==> config.mk <==
export PLATFORM = sky130hd
export DESIGN_NAME = round_robin_task_scheduler
export DESIGN_NICKNAME = d
export VERILOG_FILES = /design/src/rrts_pkg.sv /design/src/rrts_id_ram.sv /design/src/rrts_step_unit.sv /design/src/round_robin_task_scheduler.sv
export SDC_FILE = /design/constraint.sdc
export NUM_CORES = 1
export LEC_CHECK = 0
export BUFFER_PORTS_ARGS = -buffer_cell sky130_fd_sc_hd__buf_2
export CORE_MARGIN = 4
export CORE_UTILIZATION = 60
export CTS_CLUSTER_SIZE = 14
export DETAILED_ROUTE_END_ITERATION = 12
export GPL_ROUTABILITY_DRIVEN = 0
export GPL_TIMING_DRIVEN = 0
export PLACE_DENSITY_LB_ADDON = 0.15
export SLEW_MARGIN = 40
export SYNTH_ARGS = -nofsm -noshare
export SYNTH_HDL_FRONTEND = slang
export SYNTH_HIERARCHICAL = 1
export SYNTH_SLANG_ARGS = --single-unit
==> constraint.sdc <==
create_clock -name clk_i -period 6.6 [get_ports clk_i]
set_clock_uncertainty 0.05 [all_clocks]
set_input_delay 0.66 -clock clk_i [delete_from_list [all_inputs] [get_ports clk_i]]
set_output_delay 0.66 -clock clk_i [all_outputs]
set_load 0.01 [all_outputs]
==> src/rrts_pkg.sv <==
package rrts_pkg;

  localparam int unsigned TaskSlotsDef = 8;
  localparam int unsigned IdW          = 32;
  localparam int unsigned TickW        = 32;
  localparam int unsigned OpW          = 3;
  localparam int unsigned OutIdxW      = 3;
  localparam int unsigned OutCntW      = 4;
  localparam int unsigned OutDataW     = 48;

  typedef enum logic [OpW-1:0] {
    OP_CREATE  = 3'd0,
    OP_DISABLE = 3'd1,
    OP_ENABLE  = 3'd2,
    OP_TICK    = 3'd3,
    OP_SWITCH  = 3'd4,
    OP_START   = 3'd5,
    OP_BLOCK   = 3'd6,
    OP_RESUME  = 3'd7
  } op_e;

  typedef enum logic [1:0] {
    TS_DORMANT = 2'd0,
    TS_READY   = 2'd1,
    TS_EXEC    = 2'd2,
    TS_BLOCKED = 2'd3
  } task_state_e;

  // flags from the shared step unit
  typedef struct packed {
    logic ready_hit;  // entry after the cursor is ready
    logic id_hit;     // identifier read back matches the key
    logic wrap;       // cursor wrapped to entry 0
  } step_flags_t;

endpackage

==> src/rrts_id_ram.sv <==
module rrts_id_ram #(
  parameter int unsigned TASK_SLOTS = rrts_pkg::TaskSlotsDef
) (
  input  logic                                 clk_i,
  input  logic                                 wr_en_i,
  input  logic [$clog2(TASK_SLOTS)-1:0]        wr_addr_i,
  input  logic [rrts_pkg::IdW-1:0]             wr_data_i,
  input  logic                                 rd_en_i,
  input  logic [$clog2(TASK_SLOTS)-1:0]        rd_addr_i,
  output logic [rrts_pkg::IdW-1:0]             rd_data_o
);
  import rrts_pkg::*;

  logic [IdW-1:0] mem_q [TASK_SLOTS];

  always_ff @(posedge clk_i) begin
    if (wr_en_i) begin
      mem_q[wr_addr_i] <= wr_data_i;
    end
  end

  always_ff @(posedge clk_i) begin
    if (rd_en_i) begin
      rd_data_o <= mem_q[rd_addr_i];
    end
  end

endmodule

==> src/rrts_step_unit.sv <==
module rrts_step_unit #(
  parameter int unsigned TASK_SLOTS = rrts_pkg::TaskSlotsDef
) (
  input  logic [$clog2(TASK_SLOTS)-1:0]   cursor_i,
  input  logic [$clog2(TASK_SLOTS+1)-1:0] count_i,
  output logic [$clog2(TASK_SLOTS)-1:0]   next_o,
  input  rrts_pkg::task_state_e           next_state_i,
  input  logic [rrts_pkg::IdW-1:0]        rd_id_i,
  input  logic [rrts_pkg::IdW-1:0]        key_i,
  output rrts_pkg::step_flags_t           flags_o
);
  import rrts_pkg::*;

  localparam int unsigned IdxW = $clog2(TASK_SLOTS);
  localparam int unsigned CntW = $clog2(TASK_SLOTS + 1);

  logic [CntW-1:0] inc;

  // cyclic increment modulo the fill count
  assign inc               = CntW'(cursor_i) + CntW'(1);
  assign flags_o.wrap      = (inc == count_i);
  assign next_o            = flags_o.wrap ? '0 : inc[IdxW-1:0];
  assign flags_o.ready_hit = (next_state_i == TS_READY);
  assign flags_o.id_hit    = (rd_id_i == key_i);

endmodule

==> src/round_robin_task_scheduler.sv <==
// Round-robin task scheduler. Holds up to TASK_SLOTS tasks (identifier plus a
// dormant/ready/executing/blocked state) and takes one command beat at a time
// on the slave stream: tuser carries the op (create, disable, enable, tick,
// switch, start, block, resume), tdata the task identifier. Every command
// returns exactly one status beat on the master stream showing the state after
// the op: chosen and running task index with valid flags, the tick count, the
// number of created tasks and a table-full flag for a create that was refused.
// Create, switch, block and resume go from accept straight to the result
// state. Tick and start walk the table one entry per cycle through a shared
// increment/compare unit, at most one lap over the N created tasks (a hit
// ends the walk early). Disable and enable scan the identifier RAM, whose
// read is registered, over the created entries. The block accepts
// one command at a time; the result sits in an output register, so the next
// command may be taken while the previous status beat still waits.
module round_robin_task_scheduler #(
  parameter int unsigned TASK_SLOTS = rrts_pkg::TaskSlotsDef
) (
  input  logic                          clk_i,
  input  logic                          rst_ni,
  // command stream
  input  logic                          s_axis_tvalid,
  output logic                          s_axis_tready,
  input  logic [rrts_pkg::IdW-1:0]      s_axis_tdata,   // [31:0] task_id
  input  logic [rrts_pkg::OpW-1:0]      s_axis_tuser,   // [2:0] op
  // status stream
  output logic                          m_axis_tvalid,
  input  logic                          m_axis_tready,
  // [2:0] chosen_index, [3] chosen_valid, [6:4] running_index,
  // [7] running_valid, [39:8] tick_total, [43:40] task_total,
  // [44] table_full_error, [47:45] zero
  output logic [rrts_pkg::OutDataW-1:0] m_axis_tdata
);
  import rrts_pkg::*;

  localparam int unsigned IdxW = $clog2(TASK_SLOTS);
  localparam int unsigned CntW = $clog2(TASK_SLOTS + 1);

  typedef enum logic [1:0] {
    ST_IDLE,
    ST_SEARCH,
    ST_MATCH,
    ST_DONE
  } fsm_e;

  fsm_e            state_q, state_d;
  op_e             op_q, op_d;
  logic [IdW-1:0]  key_q, key_d;
  logic [CntW-1:0] cnt_q, cnt_d;
  logic [IdxW-1:0] cur_q, cur_d;
  logic            run_vld_q, run_vld_d;
  logic [IdxW-1:0] run_idx_q, run_idx_d;
  logic            pick_vld_q, pick_vld_d;
  logic [IdxW-1:0] pick_idx_q, pick_idx_d;
  logic [TickW-1:0] tick_q, tick_d;
  logic            full_q, full_d;
  logic [CntW-1:0] left_q, left_d;    // walk steps remaining
  logic [CntW-1:0] scan_q, scan_d;    // next RAM address to read
  logic            cmp_vld_q, cmp_vld_d;
  logic [IdxW-1:0] cmp_idx_q, cmp_idx_d;
  task_state_e     ent_q [TASK_SLOTS];
  task_state_e     ent_d [TASK_SLOTS];
  logic            out_vld_q, out_vld_d;
  logic [OutDataW-1:0] out_data_q, out_data_d;

  logic            accept;
  op_e             op_in;
  logic            table_full;
  logic [IdxW-1:0] nxt;
  step_flags_t     flags;
  logic            ram_wr;
  logic            ram_rd;
  logic [IdW-1:0]  ram_rdata;

  assign s_axis_tready = (state_q == ST_IDLE);
  assign accept        = s_axis_tvalid && s_axis_tready;
  assign op_in         = op_e'(s_axis_tuser);
  assign table_full    = (cnt_q == CntW'(TASK_SLOTS));
  assign m_axis_tvalid = out_vld_q;
  assign m_axis_tdata  = out_data_q;

  // identifier store: appended on create, scanned in order on disable/enable
  assign ram_wr = accept && (op_in == OP_CREATE) && !table_full;
  assign ram_rd = (state_q == ST_MATCH) && !(cmp_vld_q && flags.id_hit) &&
                  (scan_q != cnt_q);

  rrts_id_ram #(
    .TASK_SLOTS(TASK_SLOTS)
  ) u_id_ram (
    .clk_i    (clk_i),
    .wr_en_i  (ram_wr),
    .wr_addr_i(cnt_q[IdxW-1:0]),
    .wr_data_i(s_axis_tdata),
    .rd_en_i  (ram_rd),
    .rd_addr_i(scan_q[IdxW-1:0]),
    .rd_data_o(ram_rdata)
  );

  // shared unit: cursor step modulo count, ready test and identifier compare
  rrts_step_unit #(
    .TASK_SLOTS(TASK_SLOTS)
  ) u_step (
    .cursor_i    (cur_q),
    .count_i     (cnt_q),
    .next_o      (nxt),
    .next_state_i(ent_q[nxt]),
    .rd_id_i     (ram_rdata),
    .key_i       (key_q),
    .flags_o     (flags)
  );

  always_comb begin
    state_d    = state_q;
    op_d       = op_q;
    key_d      = key_q;
    cnt_d      = cnt_q;
    cur_d      = cur_q;
    run_vld_d  = run_vld_q;
    run_idx_d  = run_idx_q;
    pick_vld_d = pick_vld_q;
    pick_idx_d = pick_idx_q;
    tick_d     = tick_q;
    full_d     = full_q;
    left_d     = left_q;
    scan_d     = scan_q;
    cmp_vld_d  = cmp_vld_q;
    cmp_idx_d  = cmp_idx_q;
    ent_d      = ent_q;
    out_data_d = out_data_q;
    out_vld_d  = out_vld_q && !m_axis_tready;

    case (state_q)
      ST_IDLE: begin
        if (accept) begin
          op_d    = op_in;
          key_d   = s_axis_tdata;
          full_d  = 1'b0;
          state_d = ST_DONE;
          case (op_in)
            OP_CREATE: begin
              if (table_full) begin
                full_d = 1'b1;
              end else begin
                ent_d[cnt_q[IdxW-1:0]] = TS_READY;
                cnt_d = cnt_q + CntW'(1);
                cur_d = cnt_q[IdxW-1:0];
              end
            end
            OP_DISABLE, OP_ENABLE: begin
              scan_d    = '0;
              cmp_vld_d = 1'b0;
              state_d   = ST_MATCH;
            end
            OP_TICK, OP_START: begin
              if (op_in == OP_TICK) begin
                tick_d = tick_q + TickW'(1);
              end
              if (cnt_q == '0) begin
                // empty table: the running task stays chosen
                pick_vld_d = run_vld_q;
                pick_idx_d = run_idx_q;
              end else begin
                left_d  = cnt_q;
                state_d = ST_SEARCH;
              end
            end
            OP_SWITCH: begin
              if (pick_vld_q) begin
                if (run_vld_q) begin
                  ent_d[run_idx_q] = TS_READY;
                end
                ent_d[pick_idx_q] = TS_READY;
                run_vld_d = 1'b1;
                run_idx_d = pick_idx_q;
              end
            end
            OP_BLOCK: begin
              if (run_vld_q) begin
                ent_d[run_idx_q] = TS_BLOCKED;
              end
            end
            OP_RESUME: begin
              if (run_vld_q) begin
                ent_d[run_idx_q] = TS_EXEC;
              end
            end
            default: begin
              state_d = ST_DONE;
            end
          endcase
        end
      end

      ST_SEARCH: begin
        cur_d = nxt;
        if (flags.ready_hit) begin
          pick_vld_d = 1'b1;
          pick_idx_d = nxt;
          if (op_q == OP_START) begin
            run_vld_d = 1'b1;
            run_idx_d = nxt;
          end
          state_d = ST_DONE;
        end else if (left_q == CntW'(1)) begin
          // full lap without a ready entry
          pick_vld_d = run_vld_q;
          pick_idx_d = run_idx_q;
          state_d    = ST_DONE;
        end else begin
          left_d = left_q - CntW'(1);
        end
      end

      ST_MATCH: begin
        if (cmp_vld_q && flags.id_hit) begin
          ent_d[cmp_idx_q] = (op_q == OP_DISABLE) ? TS_DORMANT : TS_READY;
          state_d = ST_DONE;
        end else if (scan_q == cnt_q) begin
          state_d = ST_DONE;
        end else begin
          cmp_vld_d = 1'b1;
          cmp_idx_d = scan_q[IdxW-1:0];
          scan_d    = scan_q + CntW'(1);
        end
      end

      ST_DONE: begin
        if (!out_vld_q || m_axis_tready) begin
          out_vld_d  = 1'b1;
          out_data_d = {3'b000,
                        full_q,
                        OutCntW'(cnt_q),
                        tick_q,
                        run_vld_q,
                        run_vld_q ? OutIdxW'(run_idx_q) : OutIdxW'(0),
                        pick_vld_q,
                        pick_vld_q ? OutIdxW'(pick_idx_q) : OutIdxW'(0)};
          state_d    = ST_IDLE;
        end
      end

      default: begin
        state_d = ST_IDLE;
      end
    endcase
  end

  always_ff @(posedge clk_i or negedge rst_ni) begin
    if (!rst_ni) begin
      state_q    <= ST_IDLE;
      op_q       <= OP_CREATE;
      cnt_q      <= '0;
      cur_q      <= '0;
      run_vld_q  <= 1'b0;
      run_idx_q  <= '0;
      pick_vld_q <= 1'b0;
      pick_idx_q <= '0;
      tick_q     <= '0;
      full_q     <= 1'b0;
      left_q     <= '0;
      scan_q     <= '0;
      cmp_vld_q  <= 1'b0;
      cmp_idx_q  <= '0;
      out_vld_q  <= 1'b0;
      for (int i = 0; i < TASK_SLOTS; i++) begin
        ent_q[i] <= TS_DORMANT;
      end
    end else begin
      state_q    <= state_d;
      op_q       <= op_d;
      cnt_q      <= cnt_d;
      cur_q      <= cur_d;
      run_vld_q  <= run_vld_d;
      run_idx_q  <= run_idx_d;
      pick_vld_q <= pick_vld_d;
      pick_idx_q <= pick_idx_d;
      tick_q     <= tick_d;
      full_q     <= full_d;
      left_q     <= left_d;
      scan_q     <= scan_d;
      cmp_vld_q  <= cmp_vld_d;
      cmp_idx_q  <= cmp_idx_d;
      out_vld_q  <= out_vld_d;
      ent_q      <= ent_d;
    end
  end

  // payload registers, no reset
  always_ff @(posedge clk_i) begin
    key_q      <= key_d;
    out_data_q <= out_data_d;
  end

  // fill count never exceeds the table size
  a_cnt_bound: assert property (@(posedge clk_i) disable iff (!rst_ni)
    cnt_q <= CntW'(TASK_SLOTS))
    else $error("task count beyond table size");

  // search cursor stays inside the created entries
  a_cur_bound: assert property (@(posedge clk_i) disable iff (!rst_ni)
    (cnt_q != '0) |-> (CntW'(cur_q) < cnt_q))
    else $error("cursor outside created entries");

  // chosen and running tasks always name created entries
  a_pick_bound: assert property (@(posedge clk_i) disable iff (!rst_ni)
    pick_vld_q |-> (CntW'(pick_idx_q) < cnt_q))
    else $error("chosen task not created");

  a_run_bound: assert property (@(posedge clk_i) disable iff (!rst_ni)
    run_vld_q |-> (CntW'(run_idx_q) < cnt_q))
    else $error("running task not created");

  // a tick command advances the tick counter by exactly one
  a_tick_inc: assert property (@(posedge clk_i) disable iff (!rst_ni)
    (accept && (op_in == OP_TICK)) |=> (tick_q == $past(tick_q) + TickW'(1)))
    else $error("tick counter did not advance");

endmodule

==> run metrics <==
crit start category=register; layout cells sized above 1=about a quarter; Mapped Avg Cell Area=17.03 um^2; gr ovfl total=0; Post-Synth Adder-Cell Area=less than 1%; DRT Pass-1 Iters=6; initial core utilization=about three fifths; Max Fclk=between 0.2 and 0.25 GHz; synth unique cells=82; Antenna Nets Post-Route=0; number of global-route vias before repair=around 10,000; pre-CTS WS=roughly 2.3 ns; std cell rows=64; initial antenna violation count=3; WL/cell=approximately 23 um; xor/xnor share of the synthesized area=roughly 3.6%; input/output buffers=84; CTS tree=built; final setup margin=2.329 ns; Peak VDD IR=about 250 uV; Synth Flop Type=edfxtp_1; FFs w/ async S/R, synth=approximately 18%; Horiz. Die Dim=~180 um; Fin Setup TNS=0 ns; largest net degree at the start of global routing=47; Post-route DRC=0; max_cap viols=0; sequential share of the synthesized area=a little over two thirds; Synth Cell Area=18,730 um^2; post-synth top area share=slightly below 60%; Die ar.=about 34,000 um^2; worst relative slew slack=about 48%; largest family of logic cells by synthesized area=multiplexers; Tcrit/Tclk final=around two thirds; total core area=roughly 31,000 um^2; Simple-Gate Fraction of Synth Area=7.140%; cts hold-fix bufs=1; # setup viols final=0; crit path max fanout=7; global-route wire length before repair=roughly 59,000 um; Leakage Power=about 0.0076 uW; Cells after Synth=about 1,100; warnings from Yosys=6; Setup Fix Bufs, Post-CTS=0; Worst EP required=between 6 and 7 ns; drt total wl=38,270 um; crit end category=register; Seq. cell area=around 13,000 um^2; post-DP HPWL=approximately 26,000 um; Synth area leader=edfxtp_1; vias per cell=between 6 and 7; IO Count=~90; EDFF count, synth=between 300 and 400; compound-gate portion of the synthesized area=4.682%; Root Buffer=clkbuf_16; PD cells=between 300 and 400 nW/um^2; Slew Viols, Final=0; CTS resizes=0; clock transition at the registers of the reported paths=0.06 ns; Synth top cells by count=edfxtp_1 (365), dfrtp_1 (82), nand2_1 (58), mux2_2 (46), xor2_1 (42); Final Hold Viols=0; total CTS buffers=between 40 and 50; Area Growth Syn to Fin=15.39%; multi-input combinational cell area=5448 um^2; WP data arrival=roughly 4.6 ns; Fill cells=around 2,000; Initial DRC Count=822; count leader, synth=edfxtp_1; Die Span Y=around 180 um; Synth Register Bits=approximately 450; routed vias=a little over 10,000; Tightest Pin Transition=0.7785 ns; unrepaired setup endpoints after global routing=false; clk_lat worst skew=between 0.5 and 0.6 ns; worst hold-check path type=primary input to register; Area contributors post-synth=edfxtp_1 (59%), dfrtp_1 (11%), mux4_1 (5.6%), mux4_2 (3.4%), mux2_2 (2.8%); Tmin final=4.271 ns; mux share of post-synthesis cell area=between 10% and 20%; status=complete, no violations; final net count=~1,300; Clock H-tree levels=2; Setup CP Type=register to register; GR Util All Layers=between 20% and 30%; Sink Count=roughly 450; CTS max path bufs=3
## registers in the layout, indices dropped and copies added (netlist names)
signal              cells
m_axis_tdata           45
u_id_ram/mem_q        256
scan_q                  4
cur_q                   3
m_axis_tvalid           1
left_q                  4
pick_vld_q              1
ent_q                  16
key_q                  32
pick_idx_q              3
state_q                 2
u_id_ram/rd_data_o     32
tick_q                 32
cnt_q                   4
cmp_vld_q               1
cmp_idx_q               3
run_idx_q               3
full_q                  1
op_q                    3
run_vld_q               1
## power breakdown
part           leakage [uW]  switching (uW)  internal, uW  total (uW)
combinational       0.00261            1400          1000        2400
clock              0.000689            1030          1340        2370
sequential          0.00433             240          3510        3750
total               0.00763            2670          5860        8520
## placed cells by master (no fill, tap or decap), drive strengths merged, types with 14 or more instances in the layout
cell type  netlist  final
nand3           24     24
nor3            18     18
mux2            47     47
inv             18     18
clkbuf          20     80
xnor2           34     34
nand2           58     58
edfxtp         365    365
nor2            40     40
a21oi           23     23
clkinv           2     25
mux4            68     68
buf             30    145
xor2            43     43
o21ai           27     27
nand2b          22     22
nor4            14     14
dfrtp           82     82
## critical path, stage by stage (launching register included)
cell,delay [ns]
dfrtp_1,0.46
ha_1,0.27
xor2_1,0.17
or3_4,0.36
a211oi_4,0.28
nor2b_1,0.07
clkbuf_1,0.28
mux4_2,0.52
mux2_2,0.27
nor2b_1,0.40
nor2b_1,0.11
o21a_1,0.20
nor4_2,0.33
mux2_1,0.36
## cell families after synthesis
group / Yosys count
other: 1
multiplexers: 126
AND/OR/NAND/NOR: 246
XOR/XNOR: 77
buffers and inverters: 70
adder cells (fa/ha/maj): 12
flip-flops: 447
AO/OA/AOI/OAI: 121
## final timing paths
kind,from,endpoint,slack (ns),cells past startpoint
min in group asynchronous,rst_ni,tick_q[13],0.56,2
worst min register to register,run_vld_q,m_axis_tdata[7],0.40,0
max in group asynchronous,rst_ni,ent_q[3],5.38,3
worst max register to register,cur_q[0],state_q[1],2.33,13
worst max-delay path,cur_q[0],state_q[1],2.33,13
worst min-delay path,s_axis_tdata[23],u_id_ram/mem_q[1][23],0.33,1
## routing by layer
metal | wire [um] | part of all wire [%] | track usage (%) | up-vias
met3 | 2466 | 6.4 | 3.276 | 60
li1 | - | - | - | 4671
met5 | 27 | 0.071 | 0 | -
met1 | 16230 | 42 | 32.76 | 5212
met4 | 663 | 1.7 | 4.962 | 4
met2 | 18880 | 49 | 37.60 | 340
## area by class of cell
cell class                 instances  share of cell area (%)
tap                              396                   2.292
antenna                            1                 0.01158
clock inverter                    24                  0.8451
buffer                            50                   1.273
multi-input combinational        585                   25.20
clock buffer                      60                   5.609
inverter                          20                  0.3589
sequential                       447                   60.20
timing repair buffer             116                   4.214
## through the flow
| step | util [%] | std cells | instance area, um^2 | power (uW) | hold slack [ns] |
|---|---|---|---|---|---|
| 2_1_floorplan | - | 1102 | 18740 | 5380 | 0.3144 |
| 3_3_place_gp | 64.10 | 1582 | 19660 | 6060 | 0.3784 |
| 3_5_place_dp | 65.89 | 1613 | 20210 | 6193 | 0.3868 |
| 4_1_cts | 70.48 | 1698 | 21610 | 8577 | 0.3033 |
| 5_1_grt | 70.48 | 1698 | 21610 | 8937 | 0.3317 |
| 6_report | 70.48 | 1699 | 21620 | 8523 | 0.3276 |
Note: power is estimated with default switching activity, not from simulation.
